===== config.mk =====
export PLATFORM = sky130hd
export DESIGN_NAME = rsmd_mul
export DESIGN_NICKNAME = d
export VERILOG_FILES = /design/src/design/rsmd_mul.sv
export SDC_FILE = /design/constraint.sdc
export NUM_CORES = 2
export LEC_CHECK = 0
export ABC_AREA = 0
export BUFFER_PORTS_ARGS = -buffer_cell sky130_fd_sc_hd__buf_4
export CAP_MARGIN = 20
export CORE_MARGIN = 2
export CORE_UTILIZATION = 70
export DETAILED_ROUTE_END_ITERATION = 10
export PLACE_DENSITY = 0.89
export SKIP_CTS_REPAIR_TIMING = 1
export SYNTH_ARGS = -nofsm -noshare
export SYNTH_HDL_FRONTEND = slang
export SYNTH_SLANG_ARGS = --single-unit

===== constraint.sdc =====
create_clock -name clk -period 20.2 [get_ports clk]
set_input_delay 2.02 -clock clk [delete_from_list [all_inputs] [get_ports clk]]
set_output_delay 2.02 -clock clk [all_outputs]
set_load 0.02 [all_outputs]

===== src/design/rsmd_mul.sv =====
// ----------------------------------------------------------------------------
// rsmd_mul
// Shared signed multiplier with a registered product.
// ----------------------------------------------------------------------------
module rsmd_mul (
  input  logic               clk,
  input  logic signed [26:0] a,
  input  logic signed [26:0] b,
  output logic signed [53:0] prod
);
  always_ff @(posedge clk) begin
    prod <= a * b;
  end
endmodule


Word-level counts from Yosys, hierarchy flattened --
Index checks and enable logic that the tools add are counted.
Storage, ports and cells: bits of input ports 55, bits in read-only memories 0, memories 0, output and inout port bits 54, bits in latches 0, word-level logic and storage cells 2, bits in registers 54, RAM bits 0
Cells by class: $add $sub $neg 0, bitwise gates (word level) 0, reduce and logical (&&, ||, !) cells 0, multiplexer cells 0, order comparisons 0, shift operators 0, equal/unequal tests 0, divide/modulo/power cells 0, $mul 1
Operators with widths (count):
- 27-bit by 27-bit multiplier with 54-bit output | 1

Logic depth before layout (Yosys ltp) --
word-level depth 1, mapped depth 28, mapped depth without buffers 25

Worst setup path after synthesis --
Ideal clock, no wire load.
path type input port to flip-flop, from in b[7], to reg prod[53], data required time 20.076 ns, library setup time 0.124 ns, arrival 8.623 ns, path buffers 3, path slack 11.454 ns, stages 24, cells stage by stage clkbuf_1 clkbuf_1 nand2_1 fa_1 inv_1 fa_1 inv_1 fa_1 inv_1 fa_1 fa_1 fa_1 fa_1 ha_1 clkbuf_8 a21o_1 a21o_1 a21o_1 a21o_1 a21oi_1 o211ai_1 a31o_1 a2111oi_4 nor3_2
Between the ends: longest elaborated chain between the ends 1
Ends and longest elaborated chain:
- from (decl) | RTL line 8 | input logic signed [26:0] b,
- 27-bit by 27-bit multiplier with 54-bit output | RTL line 12 | prod <= a * b;
- to (signal assigned) | RTL line 12
- to (decl) | RTL line 9 | output logic signed [53:0] prod
Every way passes these cells.

Final worst setup path --
from in b[0], to reg prod[53]
Same word-level chain as after synthesis.

==> run metrics <==
outcome complete, no violations; Critical Path Source Type input pin; final worst-path cycle share 0.4565; Avg Inst Size Synth 9.307 sq um; largest cells by area after synthesis fa_1 (55%), inv_1 (11%), ha_1 (7.2%); Worst-Margin Slew 0.9133 ns; worst min-delay path category in2reg; clock tree buffer depth 2; row count 72; Worst EP required slightly above 20 ns; Synth Warn # 0; DRT iter0 DRCs ~1.5k; Initial DRT Pass Iterations 5; most common cell after layout, fill and taps aside inv_1; Routed WL 69.88 mm; Placer Congestion 0.9074; Synth Cell Area 27,630 sq um; number of synthesized register bits 54; Most flops, register prod; relative max-transition margin 0.3905; WP data arrival 9.41 ns; Crit. End Element flip-flop; clk root buf clkbuf_16; DR vias/cell 5.820; die area 41,080 sq um; setup TNS 0 ns; first-pass GRT wire length about 110 mm; largest net degree at the start of global routing 28; Initial Util 0.7117; vias in the first global route approximately 23k; total CTS buffers 5; setup ws final between 10 and 15 ns; Synth top area share 0.5513; Core ar. slightly below 40,000 sq um; final net count 3,912; Synth-to-Final Area Change 3.609%; # setup viols final 0; hold slack 2.168 ns; Seq/Total Area, Yosys 0.03912; dpl ws 10.70 ns; Post-Synthesis Cells just under 3k; Top Ports 109; Post-synth EDFFs 0; Final ANT Viol Nets 0; Hold Violations, Final 0; Remaining Overflow, GRT 0; Total GRT Usage 0.3598; CTS tree yes; worst setup path endpoint prod[53]$_DFF_P_; htree depth 2; asr flop ratio synth 0; DRC 0; Netlist cell types between 60 and 70; final period demand of the worst path 9.220 ns; clock transition at the registers of the reported paths 0.08 ns; Fmax 108.5 MHz; WL per Instance 20.20 um; layout cell share with drive strength beyond 1 0.04832; clk sinks 54; initial antenna violation count 3; max-slew violations 0; max reg flops 54; top flop regs prod (54); Hold Startpoint b[0]; max-cap violations 0; CP Launch Point b[0]; ys flop type dfxtp_1; post-synthesis cell type with the largest combined area fa_1; most frequent cells in the layout inv_1 (822), fa_1 (761), nand2_1 (421); CP max FO 27; Die X 202.7 um; Post-DP HPWL 57.82 mm; Worst Setup Path Type in2reg; Synth Net Count ~3.9k; routed vias about 20k; RSZ-0062 raised after global routing no; Die Height between 200 and 250 um; Buffers on Ports 108
==> area by class of cell <==
cell class	instances	area (sq um)
repair buffers	108	810.8
inverters	822	3085
fillers	2599	10200
flip-flops and latches	54	1081
diodes	2	5.005
clock buffers	5	125.1
well taps	518	648.1
multi-input cells	1947	22850
clock inverters	3	23.77
==> worst min-delay path by stage <==
stage / to / slack, ns / cells after the start
floorplan: prod[3]$_DFF_P_ / 2.27 / 2
global placement: prod[5] / 2.43 / 1
detailed placement: prod[0] / 2.43 / 1
CTS: prod[0]$_DFF_P_ / 2.16 / 2
global route: prod[0]$_DFF_P_ / 2.17 / 2
finish: prod[0]$_DFF_P_ / 2.17 / 2
==> critical path, stage by stage <==
cell	delay [ns]
buf_4	0.21
nand2_1	0.19
inv_1	0.09
fa_1	0.73
fa_1	0.61
fa_1	0.60
ha_1	0.45
inv_1	0.44
fa_1	0.64
inv_1	0.06
fa_1	0.54
inv_1	0.05
fa_1	0.48
inv_1	0.04
ha_1	0.38
nand4_1	0.16
or2_2	0.32
a2111oi_0	0.55
a211oi_2	0.11
nand2b_1	0.13
a31o_1	0.27
and4_1	0.24
nor3_2	0.05
==> metrics by stage <==
stage,instance area (sq um),instances,utilization
6_report,28630,3459,0.7374
5_1_grt,28630,3459,0.7374
4_1_cts,28630,3457,0.7372
3_5_place_dp,28480,3449,0.7334
3_3_place_gp,28480,3449,0.7334
2_1_floorplan,27630,2969,-
==> layer usage <==
layer  up-vias  global-route usage  part of all wire
met1     10360              0.4024              0.32
met4         0              0.2664             0.087
met5         -                   0                 0
met3       367             0.04462             0.069
li1       8324                   -                 -
met2      1079              0.6344              0.53
==> cell usage after synthesis, drive strengths merged, types with 2 or more instances <==
cell type,number
a2111oi,4
a211oi,8
a21o,44
a21oi,38
a221o,2
a221oi,3
a31o,2
a31oi,7
a41oi,2
and2,299
and3,7
and4,3
buf,7
clkbuf,138
dfxtp,54
fa,761
ha,158
inv,822
nand2,421
nand2b,11
nand3,9
nand4,9
nor2,42
nor2b,2
nor3,5
o2111ai,2
o211ai,4
o21a,2
o21ai,18
o21bai,10
o31a,2
o41ai,2
or2,3
or3,2
xnor2,43
xor2,14
==> logic make-up (layout without fill, tap and decap cells) <==
group,after synthesis,count (layout),synth area share
buf+inv,968,938,0.1339
fa+ha+maj,919,919,0.6229
flops,54,54,0.03912
other cells,0,2,0
xor+xnor,57,57,0.01807
simple gates,816,816,0.1433
compound gates,155,155,0.04275
Power is not shown: default switching activity piles up to over one toggle a cycle in this logic, so the estimate is an artifact.
