**src/design/rsmd_pkg.sv**
```systemverilog
// ----------------------------------------------------------------------------
// rsmd_pkg
// Shared types and constants for the ray/segment minimum distance block.
// ----------------------------------------------------------------------------
package rsmd_pkg;

  localparam logic [24:0] DIST_MAX = 25'h1FF_FFFF;

  localparam int SQ_STEPS  = 25;
  localparam int DIV_STEPS = 65;

  typedef enum logic [2:0] {
    REG_ORIGIN_X = 3'd0,
    REG_ORIGIN_Y = 3'd1,
    REG_DIR_X    = 3'd2,
    REG_DIR_Y    = 3'd3,
    REG_DET_EPS  = 3'd4,
    REG_COEF_TOL = 3'd5,
    REG_RSVD6    = 3'd6,
    REG_RSVD7    = 3'd7
  } reg_idx_t;

  typedef enum logic [4:0] {
    ST_IDLE,
    ST_DET0, ST_DET1, ST_DET2,
    ST_COL0, ST_COL1,
    ST_NA0,  ST_NA1,
    ST_EVAL,
    ST_TD0,  ST_TD1,  ST_TD2,
    ST_COEF,
    ST_MS0,  ST_MS1,  ST_MS2, ST_MSQ,
    ST_DM0,  ST_DM1,  ST_DM2, ST_DIV,
    ST_LA0,  ST_LA1,  ST_LA2, ST_LAQ,
    ST_LB0,  ST_LB1,  ST_LB2, ST_LBQ,
    ST_DONE
  } st_t;

endpackage

```
**src/design/rsmd_div.sv**
```systemverilog
// ----------------------------------------------------------------------------
// rsmd_div
// Restoring divider, one quotient bit per cycle, saturating 25 bit quotient.
// ----------------------------------------------------------------------------
module rsmd_div (
  input  logic        clk,
  input  logic        rst,
  input  logic        start,
  input  logic [64:0] num,
  input  logic [41:0] den,
  output logic        done,
  output logic [24:0] quot
);
  import rsmd_pkg::*;

  logic [64:0] n;
  logic [41:0] d;
  logic [41:0] rem;
  logic [24:0] q;
  logic        ovf;
  logic [6:0]  cnt;
  logic        busy;
  logic [41:0] sh;
  logic        ge;

  assign sh   = {rem[40:0], n[64]};
  assign ge   = sh >= d;
  assign quot = ovf ? DIST_MAX : q;

  always_ff @(posedge clk) begin
    if (rst) begin
      busy <= 1'b0;
      done <= 1'b0;
    end else begin
      done <= 1'b0;
      if (start) begin
        busy <= 1'b1;
      end else if (busy && cnt == 7'(DIV_STEPS - 1)) begin
        busy <= 1'b0;
        done <= 1'b1;
      end
    end
  end

  always_ff @(posedge clk) begin
    if (start) begin
      n   <= num;
      d   <= den;
      rem <= '0;
      q   <= '0;
      ovf <= 1'b0;
      cnt <= '0;
    end else if (busy) begin
      rem <= ge ? sh - d : sh;
      n   <= n << 1;
      // quotient past 25 bits only matters as saturation
      q   <= {q[23:0], ge};
      ovf <= ovf | q[24];
      cnt <= cnt + 7'd1;
    end
  end
endmodule

```
**config.mk**
```make
export PLATFORM = sky130hd
export DESIGN_NAME = rsmd_div
export DESIGN_NICKNAME = d
export VERILOG_FILES = /design/src/design/rsmd_pkg.sv /design/src/design/rsmd_div.sv
export SDC_FILE = /design/constraint.sdc
export NUM_CORES = 1
export LEC_CHECK = 0
export BUFFER_PORTS_ARGS = -buffer_cell sky130_fd_sc_hd__buf_2
export CAP_MARGIN = 10
export CORE_ASPECT_RATIO = 1.2
export CORE_UTILIZATION = 47
export DETAILED_ROUTE_END_ITERATION = 10
export GPL_TIMING_DRIVEN = 0
export HOLD_SLACK_MARGIN = 0.06
export PLACE_DENSITY = 0.67
export REMOVE_ABC_BUFFERS = 1
export SLEW_MARGIN = 20
export SYNTH_ARGS = -nofsm -noshare
export SYNTH_HDL_FRONTEND = slang
export SYNTH_SLANG_ARGS = --single-unit
```
**constraint.sdc**
```tcl
create_clock -name clk -period 5.3 [get_ports clk]
set_clock_uncertainty 0.1 [all_clocks]
set_input_delay 0.53 -clock clk [delete_from_list [all_inputs] [get_ports clk]]
set_output_delay 0.53 -clock clk [all_outputs]
set_load 0.01 [all_outputs]
```
# Word-level counts from Yosys, hierarchy flattened
# Index checks and enable logic that the tools add are counted.
# word_totals
reg_bits,183
input_bits,110
out_inout_bits,26
wordCells,24
# op_classes
addsub,2
order_cmp,1
eq_ne,1
n_mux,7
bitwise,1
n_reduce_logical,4
# ops
operator,count
two-way mux 65 bit,2
>= comparator 42 bit,1
two-way mux 41 bit,1
subtractor 41 bit,1
two-way mux 25 bit,1
"adder 7 x 1 -> 7 bit, second input constant",1
"equality test 7 bit, second input constant",1
nonzero test 2 bit,2
two-way mux 1 bit,3
OR reduction 2 bit,1
logical AND 1 bit,1
OR 1 bit,1

# Depth between registers and ports, before layout
# logic_depth
depth_word,4
ltp_mapped,15
depth_no_buf,13

# Worst setup path after synthesis
# Ideal clock, no wire load.
# synth_timing
path_kind,register to register
start,register n[64]
end,register rem[26]
setup_ps,117
arrival_ps,2922
t_required_ps,5083
setup_slack_ps,2162
path_stages_with_launch,14
n_path_buf,1
period_less_slack_ps,3138
cell_sequence,edfxtp_1 -> inv_1 -> ha_1 -> inv_1 -> fa_1 -> a21o_1 -> a311oi_2 -> o41ai_2 -> nor4b_4 -> o2111ai_2 -> nand2_1 -> buf_6 -> mux2_1 -> a22o_1
# synth_via
elab_chain_len,2
elab_cells_between_ends,3
classes_between,add/sub (1); order compare (1); mux (1)
# synth_rtl
element,line,source
start: declaration,rsmd_div.sv:16,logic [64:0] n;
start signal: assignment,rsmd_div.sv:47,n <= num;
start signal: assignment,rsmd_div.sv:55,n <= n << 1;
subtractor 41 bit / >= comparator 42 bit (equally long branches),"rsmd_div.sv:54, rsmd_div.sv:27",
two-way mux 41 bit (*),rsmd_div.sv:54,rem <= ge ? sh - d : sh;
end signal: assignment,rsmd_div.sv:54,
end: declaration,rsmd_div.sv:18,logic [41:0] rem;
# Every way passes the cells marked *; elsewhere a longest branch is shown, timed or not.
# A chain may end at the register's enable or synchronous reset.

# Final worst setup path
# Ends and elaborated chain as after synthesis.

==> results list <==
- Status: complete, no violations
- Initial antenna violation count: 0
* CP top delay family: compound AO/OA/AOI/OAI gates
* Chip width: 134 um
- Data arrives at the worst endpoint at 4.16 ns.
- Final WL: between 15000 and 20000 um
* Clock root cell: clkbuf_16
- After synthesis, flip-flops and latches occupy between 40% and 50% of the total area.
- Combined area of all synthesized cells: 9800 um^2
* Initial cell density of the core: 48.2%
- Cell occurring most often along the worst timing path: inv_1
* Number of flops mapped to enable cells by yosys: approximately 110
* Number of global-route vias before repair: 7241
- Critical path peak fanout: 66
- Cell Rows: 57
* Final standard cell utilization of the core: between 50 and 60%
- Cells with a size suffix above 1 make up 25.3% of the layout.
* Register bit count reported by yosys: 183
- Number of buffers created by CTS: 17
- Summed over all layers, the global routing overflow is 0.
- In the routed layout, each cell is associated on average with a via count of 5.47.
- The routed layout has between 7000 and 8000 vias.
- Net count of the finished layout: 1202
* Worst path cell trace: inv_1, ha_1, inv_1, fa_1, a21o_1, a311oi_2, o41ai_2, nor4b_4, o2111ai_2, nand2_4, mux2_1, a22o_1
* Count of clock tree sinks: ~180
- Max Freq: 254 MHz
- Each instance of the synthesized netlist takes up on average 10.4 um^2.
* Flop2flop setup slack: 1.37 ns
- STA puts the critical path data required time at between 5 and 6 ns.
* Wire length of the first global-routing pass: 33600 um
* # Max-Cap Violations: 0
- STA classifies the critical path endpoint as a flip-flop.
- Setup repair after global routing left no endpoint under its margin.
- Summing all flip-flop and latch instances after layout gives roughly 4700 um^2.
* Worst path bufs/invs: 2
* Final cycle utilization of the critical path: approximately three quarters
- The filler cells instantiated in the layout total 1816.
* Antenna fix cells: 0
* Maximum number of pins on one net before global-route repair: 111
- Final critical path time including I/O delays and setup: 3.93 ns
- Summed over all cells, the static leakage comes to 4.88 nW.
* Number of input and output port buffers inserted: 135
- Buffers added to address setup during post-CTS repair amount to 0.
* Die area: 21400 um^2
* Standard cell area after detailed placement: 10700 um^2
- Startpoint kind of the worst setup timing path: flip-flop
* Slew at the pin closest to its max-slew limit: 1.15 ns
- # placed instances: 1293
* Tot GR Track Use: between 15 and 20%
- The detail route stage leaves a number of antenna-violating nets equal to 0.
- Warnings, synthesis: 0
- Normalized max-slew margin: 23.2%
- Resized Gates After CTS: 0
* Clock edge transition at the registers on the reported setup and hold paths: roughly 0.070 ns
- Max Slew Vio Count: 0
* Clock network latency to the later pin of the worst-skew pair: 0.43 ns
* Setup Viol. Count Final: 0
- The tightest min-delay check is of the in -> reg type.
* Floorplan core area: between 20000 and 25000 um^2
- The count of endpoints failing hold in the final timing report is 0.
- Pin placement for this block handled around 140 I/O pins.
* Fin area: 11300 um^2
* Final Instance Count excl. Fillers: 1325
- On the worst path, the slowest cell contributes a delay of ~0.61 ns.
- Commonest register cell after synthesis: edfxtp_1
- Most frequent standard cell in the layout excluding fill and tap cells: buf_2
- Total negative setup slack: 0 ns
- For this run, the detailed router's first-pass iteration total came to 5.
* Die Span Y: 160 um
* Clock tree from TritonCTS: yes
- Counting every instance in the synthesized netlist gives ~940.
- Total power per unit cell area: 316 nW/um^2
* Final weighted congestion in routability-driven placement: around 0.91
- Summing all multi-input logic gate instances after layout gives roughly 4600 um^2.
- The clock passes through at most 2 buffers.
- Of all flip-flops after synthesis, the portion carrying an async set or reset was 0%.
- Number of different library cells in the post-synthesis netlist: 67
- Sum of net half-perimeters after detailed placement: around 14000 um
- Per-cell routed wire length: 15.0 um
- Area added between synthesis and finish: 15.3%
* Number of buffers added to fix hold violations after cts: 0
* Highest-count cells in the layout ignoring fill and taps: buf_2 (134), nor2_1 (108), edfxtp_1 (107)
- The H-tree generated during clock tree synthesis spans 4 levels.
- Maximum ir drop on the vdd rail: 0.233 mV
- For this block, the initial DRC count from the detailed router was 460.
- The worst setup path is of the reg -> reg kind.
- Detailed-route DRC error count: 0
- Cell type of the slowest stage on the worst timing path: nand2_4
-- synthesized netlist by cell type (all sizes together) (19+ instances only) --
library cell  count  area [um^2]
a21o             19          143
buf              21          113
clkbuf           30          115
mux2             67          754
mux2i            31          310
a211oi           30          225
or2              26          163
xor2             22          193
edfxtp          107         3210
o21ai            33          165
nand2            38          143
a21oi            66          330
dfxtp            76         1520
nor2            108          405
inv              54          203
ha               44          551
-- per-stage QoR --
stage	power, mW	hold slack [ns]	setup WS, ns
after global placement	2.26	0.378	-1.62
after global routing	3.73	0.146	1.18
after CTS	3.60	0.141	1.36
final	3.57	0.168	1.37
after detailed placement	2.27	0.381	1.40
after floorplan	2.10	0.352	0.669
-- metal layers --
metal | GRT usage [%] | routed length, um | vias up
met2 | 33.4 | 9930 | 153
li1 | - | - | 3639
met3 | 4.25 | 795 | 22
met5 | 0 | 0 | -
met4 | 5.99 | 292 | 0
met1 | 23.9 | 8910 | 3436
-- flip-flops by register name, indices dropped and copies added (netlist names) --
register  cells
q            25
rem          41
done          1
ovf           1
d            42
n            65
cnt           7
busy          1
-- cells by family after synthesis --
logic type                 share of synthesized area, %
DFF                                                48.3
AOI/OAI and AO/OA                                  14.4
xor gates and xnor gates                           3.40
adders and majority gates                          5.82
buffers and inverters                              4.39
muxes                                              10.9
and+or+nand+nor                                    12.8
-- final cells by class --
class / instances / area share (%)
sequential: 183 / 41.9
multi-input combinational: 653 / 41.1
timing repair buffer: 138 / 6.73
clock buffer: 18 / 3.80
tap: 265 / 2.94
inverter: 54 / 1.82
clock inverter: 14 / 1.67
-- worst paths after layout --
kind / start / cells after the start / end
worst max-delay path: n[64] / 12 / rem[26]
worst min-delay path: rst / 2 / busy
worst max register to register: n[64] / 12 / rem[26]
worst min register to register: cnt[6] / 2 / cnt[6]
-- power by group --
part / internal [mW] / switching, mW / total, mW
Combinational: 0.256 / 0.315 / 0.571
Clock: 0.757 / 0.575 / 1.33
Sequential: 1.62 / 0.0462 / 1.67
Total: 2.63 / 0.937 / 3.57
(Power assumes the default switching activity.)
