[config.mk]
export PLATFORM = sky130hd
export DESIGN_NAME = rsmd_sqrt
export DESIGN_NICKNAME = d
export VERILOG_FILES = /design/src/design/rsmd_pkg.sv /design/src/design/rsmd_sqrt.sv
export SDC_FILE = /design/constraint.sdc
export NUM_CORES = 1
export LEC_CHECK = 0
export BUFFER_PORTS_ARGS = -buffer_cell sky130_fd_sc_hd__buf_2
export CORE_MARGIN = 3
export CORE_UTILIZATION = 41
export CTS_CLUSTER_SIZE = 40
export DETAILED_ROUTE_END_ITERATION = 12
export SETUP_SLACK_MARGIN = 0.2
export SLEW_MARGIN = 20
export SYNTH_ARGS = -nofsm -noshare
export SYNTH_HDL_FRONTEND = slang
export SYNTH_SLANG_ARGS = --single-unit
[constraint.sdc]
create_clock -name clk -period 10.8 [get_ports clk]
set_clock_uncertainty 0.05 [all_clocks]
set_input_delay 1.08 -clock clk [delete_from_list [all_inputs] [get_ports clk]]
set_output_delay 1.08 -clock clk [all_outputs]
set_load 0.02 [all_outputs]
[src/design/rsmd_pkg.sv]
// ----------------------------------------------------------------------------
// rsmd_pkg
// Shared types and constants for the ray/segment minimum distance block.
// ----------------------------------------------------------------------------
package rsmd_pkg;

  localparam logic [24:0] DIST_MAX = 25'h1FF_FFFF;

  localparam int SQ_STEPS  = 25;
  localparam int DIV_STEPS = 65;

  typedef enum logic [2:0] {
    REG_ORIGIN_X = 3'd0,
    REG_ORIGIN_Y = 3'd1,
    REG_DIR_X    = 3'd2,
    REG_DIR_Y    = 3'd3,
    REG_DET_EPS  = 3'd4,
    REG_COEF_TOL = 3'd5,
    REG_RSVD6    = 3'd6,
    REG_RSVD7    = 3'd7
  } reg_idx_t;

  typedef enum logic [4:0] {
    ST_IDLE,
    ST_DET0, ST_DET1, ST_DET2,
    ST_COL0, ST_COL1,
    ST_NA0,  ST_NA1,
    ST_EVAL,
    ST_TD0,  ST_TD1,  ST_TD2,
    ST_COEF,
    ST_MS0,  ST_MS1,  ST_MS2, ST_MSQ,
    ST_DM0,  ST_DM1,  ST_DM2, ST_DIV,
    ST_LA0,  ST_LA1,  ST_LA2, ST_LAQ,
    ST_LB0,  ST_LB1,  ST_LB2, ST_LBQ,
    ST_DONE
  } st_t;

endpackage

[src/design/rsmd_sqrt.sv]
// ----------------------------------------------------------------------------
// rsmd_sqrt
// Iterative integer square root, one result bit per cycle.
// ----------------------------------------------------------------------------
module rsmd_sqrt (
  input  logic        clk,
  input  logic        rst,
  input  logic        start,
  input  logic [49:0] operand,
  output logic        done,
  output logic [24:0] root
);
  import rsmd_pkg::*;

  logic [49:0] x;
  logic [49:0] r;
  logic [49:0] bitv;
  logic [4:0]  cnt;
  logic        busy;
  logic [50:0] trial;

  assign trial = {1'b0, r} + {1'b0, bitv};
  assign root  = r[24:0];

  always_ff @(posedge clk) begin
    if (rst) begin
      busy <= 1'b0;
      done <= 1'b0;
    end else begin
      done <= 1'b0;
      if (start) begin
        busy <= 1'b1;
      end else if (busy && cnt == 5'(SQ_STEPS - 1)) begin
        busy <= 1'b0;
        done <= 1'b1;
      end
    end
  end

  always_ff @(posedge clk) begin
    if (start) begin
      x    <= operand;
      r    <= '0;
      bitv <= 50'd1 << 48;
      cnt  <= '0;
    end else if (busy) begin
      if ({1'b0, x} >= trial) begin
        x <= x - trial[49:0];
        r <= (r >> 1) + bitv;
      end else begin
        r <= r >> 1;
      end
      bitv <= bitv >> 2;
      cnt  <= cnt + 5'd1;
    end
  end
endmodule

After elaboration in Yosys (flattened, before gate mapping) --
Index checks and enable logic that the tools add are counted.
Storage, ports and cells: bits in registers 132, input port bits 53, output and inout port bits 26, word-level logic and storage cells 25
Operators by class: add/subtract/negate cells 4, order comparisons 1, equal/unequal tests 1, multiplexer cells 7, reduce and logical (&&, ||, !) cells 6
Operators by type and width (number):
- 50-bit two-way mux | 4
- 50-bit by 49-bit adder with 51-bit output | 1
- 50-bit by 51-bit greater-or-equal comparator with 1-bit output | 1
- 49-bit by 49-bit adder with 50-bit output | 1
- 50-bit subtractor | 1
- 2-bit nonzero test | 3
- 5-bit by 1-bit adder with 5-bit output (second input constant) | 1
- 5-bit equality test (second input constant) | 1
- 1-bit two-way mux | 3
- 2-bit AND reduction | 1
- 2-bit OR reduction | 1
- 1-bit logical AND | 1

Depth between registers and ports, before layout --
depth after elaboration 5, gate-level depth with buffers 25, mapped depth without buffers 23

Worst setup path before layout --
No wires, ideal clock.
path type reg-to-reg, start point register r[2], end point register x[0], enable pin, library setup time 527 ps, arrival 8242 ps, setup slack 1981 ps, cell stages (with the launch flop) 23, period minus slack after synthesis 8819 ps, cells stage by stage dfxtp_1 > ha_1 > a31oi_1 > o21ai_1 > a211oi_1 > or4_1 > o211ai_1 > a221o_1 > a31oi_1 > nor2_1 > nor2_1 > xor2_1 > ha_1 > clkbuf_1 > nand4_1 > or4_1 > o211ai_1 > a21o_1 > a21oi_4 > or2_1 > buf_4 > buf_4 > o21ai_0
On the way: longest elaborated chain between the ends 4
RTL lines:
- start, declared | line rsmd_sqrt.sv:16 | logic [49:0] r;
- start signal, assigned | line rsmd_sqrt.sv:49 | r <= (r >> 1) + bitv;
- start signal, assigned | line rsmd_sqrt.sv:51 | r <= r >> 1;
- 50-bit by 49-bit adder with 51-bit output | line rsmd_sqrt.sv:22 | assign trial = {1'b0, r} + {1'b0, bitv};
- 50-bit by 51-bit greater-or-equal comparator with 1-bit output | line rsmd_sqrt.sv:47 | if ({1'b0, x} >= trial) begin
- 2-bit nonzero test (no source line)
- 2-bit AND reduction (no source line)
- end signal, assigned | line rsmd_sqrt.sv:42 | x <= operand;
- end signal, assigned | line rsmd_sqrt.sv:48 | x <= x - trial[49:0];
- end, declared | line rsmd_sqrt.sv:15 | logic [49:0] x;
Every way passes these cells. A chain may end at the register's enable or synchronous reset.

Worst setup path in the final report --
start point register bitv[0], end point register x[42], enable pin
On the way: longest elaborated chain between the ends 4
RTL lines:
- start, declared | line rsmd_sqrt.sv:17 | logic [49:0] bitv;
- start signal, assigned | line rsmd_sqrt.sv:44 | bitv <= 50'd1 << 48;
- start signal, assigned | line rsmd_sqrt.sv:53 | bitv <= bitv >> 2;
- 50-bit by 49-bit adder with 51-bit output | line rsmd_sqrt.sv:22
- 50-bit by 51-bit greater-or-equal comparator with 1-bit output | line rsmd_sqrt.sv:47
- 2-bit nonzero test (no source line)
- 2-bit AND reduction (no source line)
Every way passes these cells.

==> run summary <==
• 10.81 ns — worst path required time
• 55300 um — wire length of the first global-routing pass
• 25300 um — post-DP HPWL
• 4.13 ns — setup slack after placement
• 789 — Initial DRC Count
• 1638 — number of nets produced by synthesis
• 6.80 ns — Worst Path Arrival
• 78 — Port-buffer cells
• 0 — count of warnings emitted by yosys
• 132 — flop and latch count out of synthesis
• 0.126 mV — worst ir drop on vdd
• built — clock tree from TritonCTS
• bitv[0] — start point of the critical path
• 2 — CTS max path bufs
• 0 — antenna violations before repair
• 0.103 — share of layout cells above drive strength 1
• 4.01 ns — fin worst setup slack
• 10.9k — vias after detailed routing
• flip-flop — Setup crit start kind
• 0.00131 W — total net switching power
• 18.3 um — Routed wire per std cell
• 0.44 ns — clock latency reported for the late side of the worst-skew pair
• 61 — site row count
• 176 um — horizontal die dimension
• 50 — critical path peak fanout
• 4.01 ns — worst-case register-to-register setup slack
• 24 — path depth of the worst reg2reg path
• 34300 um — Detailed Route WL
• 0 — max-cap violation count
• bitv[0] — FF-to-FF Start
• 0.838 ns — Worst Max-Slew Pin Slew
• 0 — count of hold-fix buffers inserted at cts
• 231 nW/um^2 — power per standard cell area
• 5.08 nW — leakage power figure
• 79 — Top Ports
• 0 — count of final setup violators
• 0 — Fin. Hold Viols
• 0.421 — Starting Density
• 30900 sq um — floorplan die area
• 11800 sq um — synthesized area
• completed — run status
• flip-flop — type of element capturing the critical path
• 17 — CTS buffer count
• 0.222 — overall routing resource usage
• 28100 sq um — Floorplan Core Area
• 2884 — filler cell count in the final layout
• 0 — total congestion overflow after global routing
• 1872 — Post-Layout Cell Count
• 176 um — die extent in y
• 0.534 — Comb power frac
• 0 — proportion of synthesized flip-flops having asynchronous set or reset
• 0 — post-cts sizing count
• 0 — final max-slew violation count
• 5 — first drt pass iteration count
• 0.06 ns — clock slew at reported path FFs
• 5.85 — Via density
• 132 — clock tree sinks
• 0.266 — sequential-to-total area share from yosys stat
• 1840 — number of placed instances with taps included
• sky130_fd_sc_hd__dfxtp_1 — dominant synthesized flop cell
• 0 — number of remaining DRC errors
• 0.00167 W — internal power summed over all cells
• 0 ns — total negative slack
• 0 — antenna cell count
• x[42] — capture point of the worst reg-to-reg path
• 1480 — instance count of the mapped netlist
• sky130_fd_sc_hd__clkbuf_16 — CTS Root Buffer Type
• 0.439 — switching power share of the total
• 1639 — net count reported at finish
• 2 — count of cells along the worst hold path
• 0.442 — headroom to the max-slew limit
• reg -> reg — Hold/Removal Path Class
• 10.4k — via count of the first global-routing pass
• 4 — htree depth
• 75 — Cell variety after synth
• no — setup repair after global routing missed its margin
• 0.210 — Clk network pwr share
• x[42] — end point of the critical path
• 8.00 sq um — Avg Synthesized Cell Area
• 0 — Antenna Nets Post-Route
• 6.79 ns — post-layout minimum cycle time
• reg -> reg — critical path class
• 0.256 — relative contribution of sequential cells to total power
• 0.629 — final cycle utilization of the critical path
• 74 — maximum number of pins on one net before global-route repair
• 0.919 — RD Place Congestion
• 0.476 ns — Hold Worst Slack
• 8.95% — relative area change from synthesis to final layout
• 50 — Post-synth EDFFs
• 147 MHz — maximum frequency from static timing analysis
• 0 — post-CTS setup buffers
## layout make-up
cell class / count / area [sq um] / share of cell area
multi-input cells: 1208 / 8070 / 0.626
flip-flops and latches: 132 / 3150 / 0.244
well taps: 378 / 473 / 0.0367
clock buffers: 20 / 468 / 0.0363
repair buffers: 87 / 460 / 0.0357
clock inverters: 12 / 148 / 0.0114
inverters: 35 / 131 / 0.0102
## cells by family (layout without fill, tap and decap cells)
group,Yosys count,count (layout),synth area share
AOI/OAI and AO/OA,456,456,0.256
xor gates and xnor gates,119,119,0.0880
adders and majority gates,105,105,0.112
buffers and inverters,140,154,0.0539
DFF,132,132,0.266
muxes,43,43,0.0372
and+or+nand+nor,485,485,0.188
## per-stage QoR
stage               area (sq um)  total power [W]  utilization
floorplan                  11800          0.00197            -
global placement           12300          0.00232        0.437
detailed placement         12300          0.00233        0.437
CTS                        12900          0.00297        0.459
global route               12900          0.00320        0.459
finish                     12900          0.00298        0.459
## metal layers
layer	GRT usage	wire length, um	up-vias
li1	-	-	5428
met1	0.291	15900	5188
met2	0.369	16100	295
met3	0.0443	1610	37
met4	0.0643	679	0
met5	0	0	-
## synth_stat cells, types with 5 or more instances
cell                       count  area [sq um]
sky130_fd_sc_hd__o31a_1        8          70.1
sky130_fd_sc_hd__buf_4        27           203
sky130_fd_sc_hd__o311ai_0      5          43.8
sky130_fd_sc_hd__o21bai_1     26           195
sky130_fd_sc_hd__inv_1        34           128
sky130_fd_sc_hd__buf_1         7          26.3
sky130_fd_sc_hd__or3_1         6          37.5
sky130_fd_sc_hd__mux2i_1      35           350
sky130_fd_sc_hd__mux2_2        8          90.1
sky130_fd_sc_hd__a21o_1       38           285
sky130_fd_sc_hd__nand3_1      22           110
sky130_fd_sc_hd__nand2b_1     12          75.1
sky130_fd_sc_hd__or2_2         7          43.8
sky130_fd_sc_hd__nand2_1     145           544
sky130_fd_sc_hd__a31oi_1      49           307
sky130_fd_sc_hd__o21ai_0     105           526
sky130_fd_sc_hd__a311oi_1      7          61.3
sky130_fd_sc_hd__nor3_1       36           180
sky130_fd_sc_hd__and3_1       11          68.8
sky130_fd_sc_hd__o31ai_1      20           150
sky130_fd_sc_hd__and2_1       12          75.1
sky130_fd_sc_hd__xnor2_1      68           596
sky130_fd_sc_hd__nor2_1      168           631
sky130_fd_sc_hd__a21oi_1      83           415
sky130_fd_sc_hd__o21a_1        9          67.6
sky130_fd_sc_hd__o211ai_1      8          60.1
sky130_fd_sc_hd__edfxtp_1     50          1500
sky130_fd_sc_hd__dfxtp_1      82          1640
sky130_fd_sc_hd__nor2b_1      10          62.6
sky130_fd_sc_hd__nand4_1      31           194
sky130_fd_sc_hd__nor3b_1       8          60.1
sky130_fd_sc_hd__a31o_2        8          70.1
sky130_fd_sc_hd__ha_1        104          1300
sky130_fd_sc_hd__a211oi_1     42           315
sky130_fd_sc_hd__clkbuf_1     67           251
sky130_fd_sc_hd__xor2_1       51           447
## worst max-delay path, stage by stage (launching register included)
cell                       delay [ns]
sky130_fd_sc_hd__dfxtp_1         0.36
sky130_fd_sc_hd__ha_1            0.20
sky130_fd_sc_hd__ha_1            0.20
sky130_fd_sc_hd__a21oi_1         0.12
sky130_fd_sc_hd__o21ai_0         0.49
sky130_fd_sc_hd__a21oi_1         0.26
sky130_fd_sc_hd__o22ai_1         0.43
sky130_fd_sc_hd__a211oi_1        0.22
sky130_fd_sc_hd__o41ai_1         0.45
sky130_fd_sc_hd__a31oi_1         0.17
sky130_fd_sc_hd__nor2_1          0.10
sky130_fd_sc_hd__o21ai_0         0.10
sky130_fd_sc_hd__xor2_1          0.18
sky130_fd_sc_hd__ha_1            0.42
sky130_fd_sc_hd__nand4_1         0.12
sky130_fd_sc_hd__nor4_1          0.27
sky130_fd_sc_hd__nand3_1         0.12
sky130_fd_sc_hd__or4_1           0.43
sky130_fd_sc_hd__o211ai_1        0.11
sky130_fd_sc_hd__a21o_1          0.18
sky130_fd_sc_hd__a21oi_4         0.03
sky130_fd_sc_hd__buf_4           0.30
sky130_fd_sc_hd__or2_1           0.32
sky130_fd_sc_hd__o21ai_4         0.12
sky130_fd_sc_hd__buf_4           0.57
## how the worst min path moves through the flow
| stage | start | to | slack [ns] |
|---|---|---|---|
| final | r[0] | r[0] | 0.48 |
| after detailed placement | cnt[4] | cnt[4] | 0.46 |
| after global routing | r[0] | r[0] | 0.52 |
| after CTS | cnt[4] | cnt[4] | 0.48 |
| after global placement | cnt[4] | cnt[4] | 0.45 |
| after floorplan | cnt[4] | cnt[4] | 0.43 |
## power by group through the flow
stage	Clock (W)	Sequential (W)	Combinational [W]
finish	0.000625	0.000763	0.00159
global route	0.000658	0.000776	0.00176
CTS	0.000635	0.000763	0.00157
detailed placement	0	0.000770	0.00156
global placement	0	0.000769	0.00155
floorplan	0	0.000724	0.00124
## cells in the final DEF, fill, tap and decap left out, types with 34 or more instances in the layout
cell                       count
sky130_fd_sc_hd__inv_1        34
sky130_fd_sc_hd__a21o_1       38
sky130_fd_sc_hd__a211oi_1     42
sky130_fd_sc_hd__mux2i_1      35
sky130_fd_sc_hd__o21ai_0     104
sky130_fd_sc_hd__xor2_1       51
sky130_fd_sc_hd__nor3_1       36
sky130_fd_sc_hd__edfxtp_1     50
sky130_fd_sc_hd__a31oi_1      49
sky130_fd_sc_hd__ha_1        104
sky130_fd_sc_hd__xnor2_1      68
sky130_fd_sc_hd__nand2_1     145
sky130_fd_sc_hd__nor2_1      167
sky130_fd_sc_hd__dfxtp_1      81
sky130_fd_sc_hd__buf_2        77
sky130_fd_sc_hd__a21oi_1      83
## registers in the layout, summed over array words and instances (netlist names)
| name | cells |
|---|---|
| bitv | 25 |
| x | 50 |
| busy | 1 |
| r | 50 |
| done | 1 |
| cnt | 5 |
Note: power is estimated with default switching activity, not from simulation.
